## src/rtl/bsa_pkg.sv

```systemverilog
package bsa_pkg;

   localparam int WORD_BITS = 64;
   localparam int BIT_IDX_W = 6;
   localparam int SLOT_W    = 12;

   typedef struct packed {
      logic              want_any;
      logic [SLOT_W-1:0] preferred_index;
   } bsa_req_type;

   typedef struct packed {
      logic              granted;
      logic [SLOT_W-1:0] slot_index;
   } bsa_rsp_type;

endpackage

```

## src/rtl/bsa_find_first.sv

```systemverilog
module bsa_find_first
   import bsa_pkg::*;
(
   input  logic [WORD_BITS-1:0] word,
   output logic                 found,
   output logic [BIT_IDX_W-1:0] pos
);

   always_comb begin
      found = |word;
      pos   = '0;
      for (int i = WORD_BITS - 1; i >= 0; i--) begin
         if (word[i]) begin
            pos = BIT_IDX_W'(i);
         end
      end
   end

endmodule

```

## config.mk

```make
export PLATFORM = sky130hd
export DESIGN_NAME = bsa_find_first
export DESIGN_NICKNAME = d
export VERILOG_FILES = /design/src/rtl/bsa_pkg.sv /design/src/rtl/bsa_find_first.sv
export SDC_FILE = /design/constraint.sdc
export NUM_CORES = 1
export LEC_CHECK = 0
export BUFFER_PORTS_ARGS = -buffer_cell sky130_fd_sc_hd__buf_2
export CAP_MARGIN = 20
export CORE_MARGIN = 2
export CORE_UTILIZATION = 42
export DETAILED_ROUTE_END_ITERATION = 6
export PLACE_DENSITY = 0.9
export SLEW_MARGIN = 25
export SYNTH_ARGS = -nofsm -noshare
export SYNTH_HDL_FRONTEND = slang
export SYNTH_SLANG_ARGS = --single-unit
```

## constraint.sdc

```tcl
create_clock -name vclk -period 1.4
set_input_delay 0.07 -clock vclk [all_inputs]
set_output_delay 0.07 -clock vclk [all_outputs]
set_load 0.02 [all_outputs]
```

==> impl_metrics.py, run 1 <==
metrics = {
    "timing": {
        "timing.fmax_mhz": 636.5,
        "worstMarginPinSlew_ns": 0.5614,
        "maxSlewViolCount": 0,
        "finalCriticalPeriod_ns": 1.571,
        "finalHoldViolCount": 0,
        "setup_viol": 7,
        "setup_ws_ns": -0.1710,
        "rsz0062_at_grt": "true",
        "holdWs_ns": 0.5579,
        "fin_crit_sh_pct": 112.2,
        "max_slew_margin_pct": 62.10,
    },
    "placed_design": {
        "hpwl_um": 2893,
        "finalWeightedCongestion": 0.8590,
        "placed_cell_area_um2": 1530,
        "portBuffers": 71,
        "dp_slack_ns": -0.2017,
    },
    "detailed_routing": {
        "post_drt_via_cell_ratio": 6.287,
        "wl_per_cell_um": 16.42,
        "first_pass_iters": 4,
        "drt_iter0_drc": 101,
        "ant_nets": 0,
        "num_vias": 1754,
        "drc": 0,
        "wl_um": 4582,
    },
    "die": {
        "fp.coreArea_um2": 1982,
        "pin_count": 71,
        "rows": 16,
        "fp.dieW_um": 49.96,
        "start_util_pct": 44.76,
        "die_h_um": 49.96,
        "dieArea_um2": 2496,
    },
    "grt": {
        "grt_antenna_before_repair": 0,
        "grt_max_degree": 6,
        "track_usage_pct": 33.33,
        "grt_pass1_vias": 1662,
        "overflow": 0,
        "grt_pass1_wl_um": 6789,
    },
    "worst_setup_path": {
        "crit_fanout": 2,
        "required_ns": 1.33,
        "crit_arrival_ns": 1.50,
        "cp-start-kind": "input pin",
        "end_kind": "primary output",
        "crit_type": "in2out",
    },
    "logic_synthesis": {
        "synth.avg_cell_area_um2": 6.118,
        "ys_warn_count": 0,
        "ys_seq_area_share_pct": 0,
        "syn-cell-area_um2": 887.1,
        "ys_types": 40,
        "syn-num-nets": 209,
        "postSynthCellCount": 145,
    },
    "pwr": {
        "power_leakage_uw": 0.0007458,
        "ir_drop_mv": 0.2175,
        "clkPwrFrac_pct": 0,
        "switching_share_pct": 51.95,
        "fin_total_pwr_uw": 414.6,
        "power.internal_uw": 199.2,
        "p_per_area_nw_per_um2": 236.7,
        "p_seq_share_pct": 0,
        "p_sw_uw": 215.4,
        "p_comb_share_pct": 100.0,
    },
    "min_path": {
        "hold_depth": 5,
        "hp-class": "in2out",
        "hold_start": "word[1]",
        "hold_path_end": "pos[3]",
    },
    "layout": {
        "area_growth_pct": 97.46,
        "seq_area_um2": 0,
        "clock_buffer_count": 0,
        "stdcell_area_um2": 1752,
        "final_cell_mix": "buf_2 (64), buf_4 (37), nor2_1 (18), nor4_1 (11)",
        "drive_gt1_share_pct": 54.76,
        "finalNetCount": 318,
        "antennaDiodeCount": 0,
        "seq_cells": 0,
        "final_common_cell": "buf_2",
    },
    "status": {
        "violations": "setup timing",
        "outcome": "finished with violations",
    },
    "clock_network": {
        "cts_hold_buf": 0,
    },
    "run": {
        "drv_cap": 0,
    },
}
-- per-stage QoR --
step / util, % / std cells / setup TNS, ns
after floorplan: - / 145 / -0.07310
after global placement: 77.21 / 275 / -0.9216
after detailed placement: 77.21 / 275 / -1.073
after CTS: 85.54 / 279 / -0.7737
after global routing: 88.38 / 279 / -1.436
final: 88.38 / 279 / -0.9693
-- routing by layer --
metal  GRT usage (%)  vias to the layer above  wire length [µm]
met5               0                        -                 0
met4           10.65                        0               191
met3           3.636                       26               328
met2           65.78                      129              2349
met1           36.05                      805              1712
li1                -                      794                 -
-- worst max path at each step --
| stage | start | end | slack [ns] | cells after the start |
|---|---|---|---|---|
| 3_5_place_dp | word[62] | found | -0.20 | 7 |
| 3_3_place_gp | word[62] | found | -0.18 | 7 |
| 6_report | word[36] | pos[2] | -0.17 | 7 |
| 2_1_floorplan | word[15] | pos[5] | -0.06 | 4 |
| 5_1_grt | word[38] | pos[2] | -0.28 | 7 |
| 4_1_cts | word[62] | found | -0.16 | 7 |
-- timing repair --
action | 4_1_cts | 5_1_grt
endpoints found under the setup margin | 7 | 7
buffers inserted | 4 | 0
hold endpoints to repair | 0 | 0
pin swaps | 18 | 3
gates resized for setup | 29 | 10
-- power groups by stage --
stage | Clock [µW] | Sequential [µW] | Combinational, µW
after floorplan | 0 | 0 | 99.7
after global placement | 0 | 0 | 327
after detailed placement | 0 | 0 | 335
after CTS | 0 | 0 | 375
after global routing | 0 | 0 | 441
final | 0 | 0 | 415
-- logic make-up (layout without fill, tap and decap cells) --
family | after synthesis | after routing | share of synthesized area, %
buffers and inverters | 10 | 117 | 4.232
AO/OA/AOI/OAI | 47 | 47 | 36.39
AND/OR/NAND/NOR | 88 | 88 | 59.38
-- cell usage after synthesis, drive strengths merged, types with 3 or more instances --
cell / instances / area share (%)
a21boi: 3 / 2.5
a21oi: 10 / 5.6
inv: 10 / 4.2
nand2: 9 / 3.8
nand2b: 4 / 2.8
nand3: 7 / 4.5
nor2: 20 / 8.7
nor2b: 5 / 3.8
nor3: 12 / 6.8
nor4: 18 / 16
o211ai: 4 / 3.4
o21a: 3 / 2.5
o21ai: 7 / 3.9
o21bai: 3 / 2.5
o311ai: 3 / 3.0
o31ai: 3 / 2.5
or3: 3 / 2.1
or4: 5 / 5.1
-- critical path, cell delays in order --
cell and delay, ns:
buf_6 0.09, or4_4 0.54, nor4_2 0.28, o211ai_1 0.13
o211ai_1 0.14, a21boi_1 0.09, buf_4 0.16
-- layout make-up --
cell class / count / area, µm²
multi-input combinational: 135 / 1015
inverter: 10 / 37.54
timing repair buffer: 107 / 665.6
tap: 27 / 33.78
fill: 112 / 230.2
(Power assumes the default switching activity.)
==> inputs of run 2 (changes only) <==
BUFFER_PORTS_ARGS = default   (was -buffer_cell sky130_fd_sc_hd__buf_2)
CORE_UTILIZATION = 55   (was 42)
DONT_BUFFER_PORTS = 1   (was default)
PLACE_DENSITY = 0.75   (was 0.9)
==> impl_metrics.py, run 2 (synthesis gave the netlist of run 1 again) <==
metrics = {
    "status": {
        "outcome": "finished with violations",
        "violations": "setup timing",
    },
    "detailed_routing": {
        "wl_per_cell_um": 16.26,
        "num_vias": 1206,
        "ant_nets": 0,
        "wl_um": 2732,
        "post_drt_via_cell_ratio": 7.179,
        "first_pass_iters": 4,
        "drt_iter0_drc": 15,
        "drc": 0,
    },
    "placed_design": {
        "portBuffers": 0,
        "finalWeightedCongestion": 0.8893,
        "dp_slack_ns": -0.08400,
        "hpwl_um": 2304,
    },
    "pwr": {
        "p_seq_share_pct": 0,
        "p_per_area_nw_per_um2": 125.1,
        "p_sw_uw": 62.87,
        "power.internal_uw": 65.64,
        "power_leakage_uw": 0.0002973,
        "fin_total_pwr_uw": 128.5,
        "p_comb_share_pct": 100.0,
        "switching_share_pct": 48.92,
        "ir_drop_mv": 0.07214,
        "clkPwrFrac_pct": 0,
    },
    "worst_setup_path": {
        "end_kind": "primary output",
        "crit_start": "word[62]",
        "crit_arrival_ns": 1.39,
        "cp-start-kind": "input pin",
        "crit_type": "in2out",
        "crit_fanout": 3,
        "required_ns": 1.33,
    },
    "grt": {
        "track_usage_pct": 25.86,
        "grt_pass1_vias": 1201,
        "grt_pass1_wl_um": 4071,
        "grt_max_degree": 6,
        "grt_antenna_before_repair": 0,
        "overflow": 0,
    },
    "die": {
        "die_h_um": 44.16,
        "start_util_pct": 58.89,
        "fp.coreArea_um2": 1506,
        "dieArea_um2": 1950,
        "pin_count": 71,
        "fp.dieW_um": 44.16,
        "rows": 14,
    },
    "layout": {
        "final_common_cell": "nor2_1",
        "area_growth_pct": 15.80,
        "seq_area_um2": 0,
        "final.fill_count": 147,
        "finalNetCount": 218,
        "antennaDiodeCount": 0,
        "seq_cells": 0,
        "final_cell_mix": "nor2_1 (18), nor4_1 (14), nor3_1 (12), inv_1 (10)",
        "drive_gt1_share_pct": 16.45,
        "clock_buffer_count": 0,
        "multi_input_area_um2": 917.1,
    },
    "clock_network": {
        "cts_hold_buf": 0,
        "post_cts_buffers": 0,
    },
    "timing": {
        "fin_crit_sh_pct": 104.0,
        "rsz0062_at_grt": "true",
        "timing.fmax_mhz": 687.0,
        "fin_tns_setup_ns": -0.1763,
        "holdWs_ns": 0.3835,
        "worstMarginPinSlew_ns": 0.6186,
        "setup_viol": 4,
        "setup_ws_ns": -0.05570,
        "finalCriticalPeriod_ns": 1.456,
        "maxSlewViolCount": 0,
        "max_slew_margin_pct": 58.38,
        "finalHoldViolCount": 0,
    },
    "min_path": {
        "hold_start": "word[8]",
        "hold_path_end": "pos[2]",
        "hold_depth": 3,
        "hp-class": "in2out",
    },
    "run": {
        "drv_cap": 0,
    },
}
[run 2: changes by cell type in the layout (fill, tap and decap cells not counted), moves of 3 or more]
cell / before / now
buf_2: 64 / 0
buf_6: 6 / 0
nor4_2: 5 / 1
buf_4: 37 / 7
nor4_1: 11 / 14
[run 2: routing by layer]
layer  wire length, µm  up-vias  global-route usage [%]
li1                  -      594                       -
met1              1008      551                   27.56
met2              1450       52                   53.24
met3               220        9                   2.857
met4                52        0                   4.848
met5                 0        -                       0
[run 2: final cells by class]
cell class | count | area share (%)
Tap cell | 16 | 1.949
Timing Repair Buffer | 7 | 5.116
Inverter | 10 | 3.654
Multi-Input combinational cell | 135 | 89.28
[run 2: what timing repair did]
item | CTS | global route
setup endpoints to repair | 5 | 7
hold endpoints to repair | 0 | 0
resized for setup | 5 | 8
cloned | 0 | 0
pin swaps | 3 | 0
[run 2: power groups by stage]
stage | clock (µW) | sequential (µW) | combinational [µW]
2_1_floorplan | 0 | 0 | 99.7
6_report | 0 | 0 | 129
4_1_cts | 0 | 0 | 123
5_1_grt | 0 | 0 | 143
3_3_place_gp | 0 | 0 | 118
3_5_place_dp | 0 | 0 | 120
[run 2: how the worst max path moves through the flow]
stage | to | slack, ns | depth (start not counted)
CTS | found | -0.06 | 5
finish | found | -0.06 | 5
detailed placement | found | -0.08 | 5
global route | pos[4] | -0.10 | 6
global placement | found | -0.07 | 5
floorplan | pos[5] | -0.06 | 4
[run 2: metrics by stage]
stage	instances	area [µm²]	utilization, %
floorplan	145	900.9	-
global placement	168	973.4	64.62
detailed placement	168	973.4	64.62
CTS	168	997.2	66.20
global route	168	1027	68.19
finish	168	1027	68.19
[run 2: critical path, stage by stage]
cell,delay (ns)
or4_4,0.53
nor4b_4,0.30
nand3_2,0.14
nor2_4,0.12
nand3b_1,0.22
==> inputs of run 3 (changes only) <==
clock period = 1.5 ns   (was 1.4 ns; I/O delays follow)
==> impl_metrics.py, run 3 (synthesis gave the netlist of run 1 again) <==
metrics = {
    "status": {
        "outcome": "finished, final reports clean",
    },
    "layout": {
        "final_cell_mix": "nor2_1 (19), nor4_1 (14), nor3_1 (12), a21oi_1 (10), inv_1 (10)",
        "area_growth_pct": 9.732,
        "final.fill_count": 147,
        "seq_area_um2": 0,
        "finalNetCount": 216,
        "drive_gt1_share_pct": 11.33,
        "final_common_cell": "nor2_1",
        "antennaDiodeCount": 0,
        "clock_buffer_count": 0,
        "seq_cells": 0,
        "stdcell_area_um2": 973.4,
    },
    "detailed_routing": {
        "ant_nets": 0,
        "drc": 0,
        "wl_um": 2643,
        "num_vias": 1193,
        "wl_per_cell_um": 15.92,
        "post_drt_via_cell_ratio": 7.187,
        "first_pass_iters": 4,
        "drt_iter0_drc": 16,
    },
    "grt": {
        "use_met3_pct": 2.857,
        "grt_max_degree": 6,
        "overflow": 0,
        "grt_antenna_before_repair": 0,
        "grt_pass1_wl_um": 3988,
        "met1_usage_pct": 28.05,
        "grt_pass1_vias": 1150,
        "use_met2_pct": 51.18,
        "track_usage_pct": 25.44,
        "grt-busiest-layer": "met2",
    },
    "die": {
        "die_h_um": 44.16,
        "start_util_pct": 58.89,
        "pin_count": 71,
        "fp.dieW_um": 44.16,
        "fp.coreArea_um2": 1506,
        "rows": 14,
        "dieArea_um2": 1950,
    },
    "placed_design": {
        "finalWeightedCongestion": 0.8836,
        "portBuffers": 0,
        "hpwl_um": 2319,
        "placed_cell_area_um2": 950.9,
    },
    "pwr": {
        "p_per_area_nw_per_um2": 116.6,
        "power_leakage_uw": 0.0002714,
        "ir_drop_mv": 0.05574,
    },
    "timing": {
        "fin_tns_setup_ns": 0,
        "max_slew_margin_pct": 62.70,
        "rsz0062_at_grt": "true",
        "fin_crit_sh_pct": 98.87,
        "maxSlewViolCount": 0,
        "worstMarginPinSlew_ns": 0.5544,
        "finalCriticalPeriod_ns": 1.483,
        "finalHoldViolCount": 0,
        "timing.fmax_mhz": 674.3,
        "setup_viol": 0,
    },
    "min_path": {
        "hp-class": "in2out",
    },
    "worst_setup_path": {
        "slowest_stage": "or4_4",
        "crit_fanout": 3,
        "crit_arrival_ns": 1.41,
        "crit_type": "in2out",
        "cp-start-kind": "input pin",
        "cp_cell_sequence": "or4_4 -> nor4b_4 -> nand3_2 -> nor2_4 -> nand3b_1",
        "crit_family": "simple AND/OR/NAND/NOR gates",
        "cpPeakStageDelay_ns": 0.53,
        "required_ns": 1.42,
        "end_kind": "primary output",
        "crit_buf_inv": 0,
    },
    "run": {
        "drv_cap": 0,
    },
}
-- run 3: power breakdown --
part           total [µW]  switching (µW)  internal (µW)
registers               0               0              0
logic                 113            54.9           58.6
clock network           0               0              0
-- run 3: metal layers --
layer / share of wire (%) / wire [µm] / vias up
met5: 0 / 0 / -
li1: - / - / 588
met1: 37 / 977 / 542
met2: 53 / 1414 / 59
met3: 8.8 / 233 / 4
met4: 0.64 / 17 / 0
-- run 3: worst paths after layout --
path / start / cells past startpoint / slack [ns] / endpoint
max: word[60] / 5 / 0.02 / found
min: word[0] / 2 / 0.38 / pos[2]
-- run 3: what timing repair did --
action | CTS | global route
hold buffers | 0 | 0
setup buffers | 0 | 0
pin swaps | 0 | 4
endpoints found under the setup margin | 1 | 5
resized for setup | 1 | 3
gates cloned | 0 | 0
-- run 3: layout make-up --
class / count / area [µm²] / area share [%]
repair buffers: 5 / 37.54 / 3.856
multi-input cells: 135 / 878.3 / 90.23
inverters: 10 / 37.54 / 3.856
well taps: 16 / 20.02 / 2.057
-- run 3: per-stage QoR --
step | setup slack (ns) | hold slack (ns) | cells | utilization (%) | total power, µW
after floorplan | 0.02511 | 0.3218 | 145 | - | 91.34
after global placement | 0.04612 | 0.3794 | 166 | 63.12 | 106.7
after detailed placement | -0.003654 | 0.3776 | 166 | 63.12 | 109.8
after CTS | 0.004022 | 0.3776 | 166 | 63.46 | 110.5
after global routing | -0.06200 | 0.3925 | 166 | 64.62 | 124.7
final | 0.01696 | 0.3829 | 166 | 64.62 | 113.5
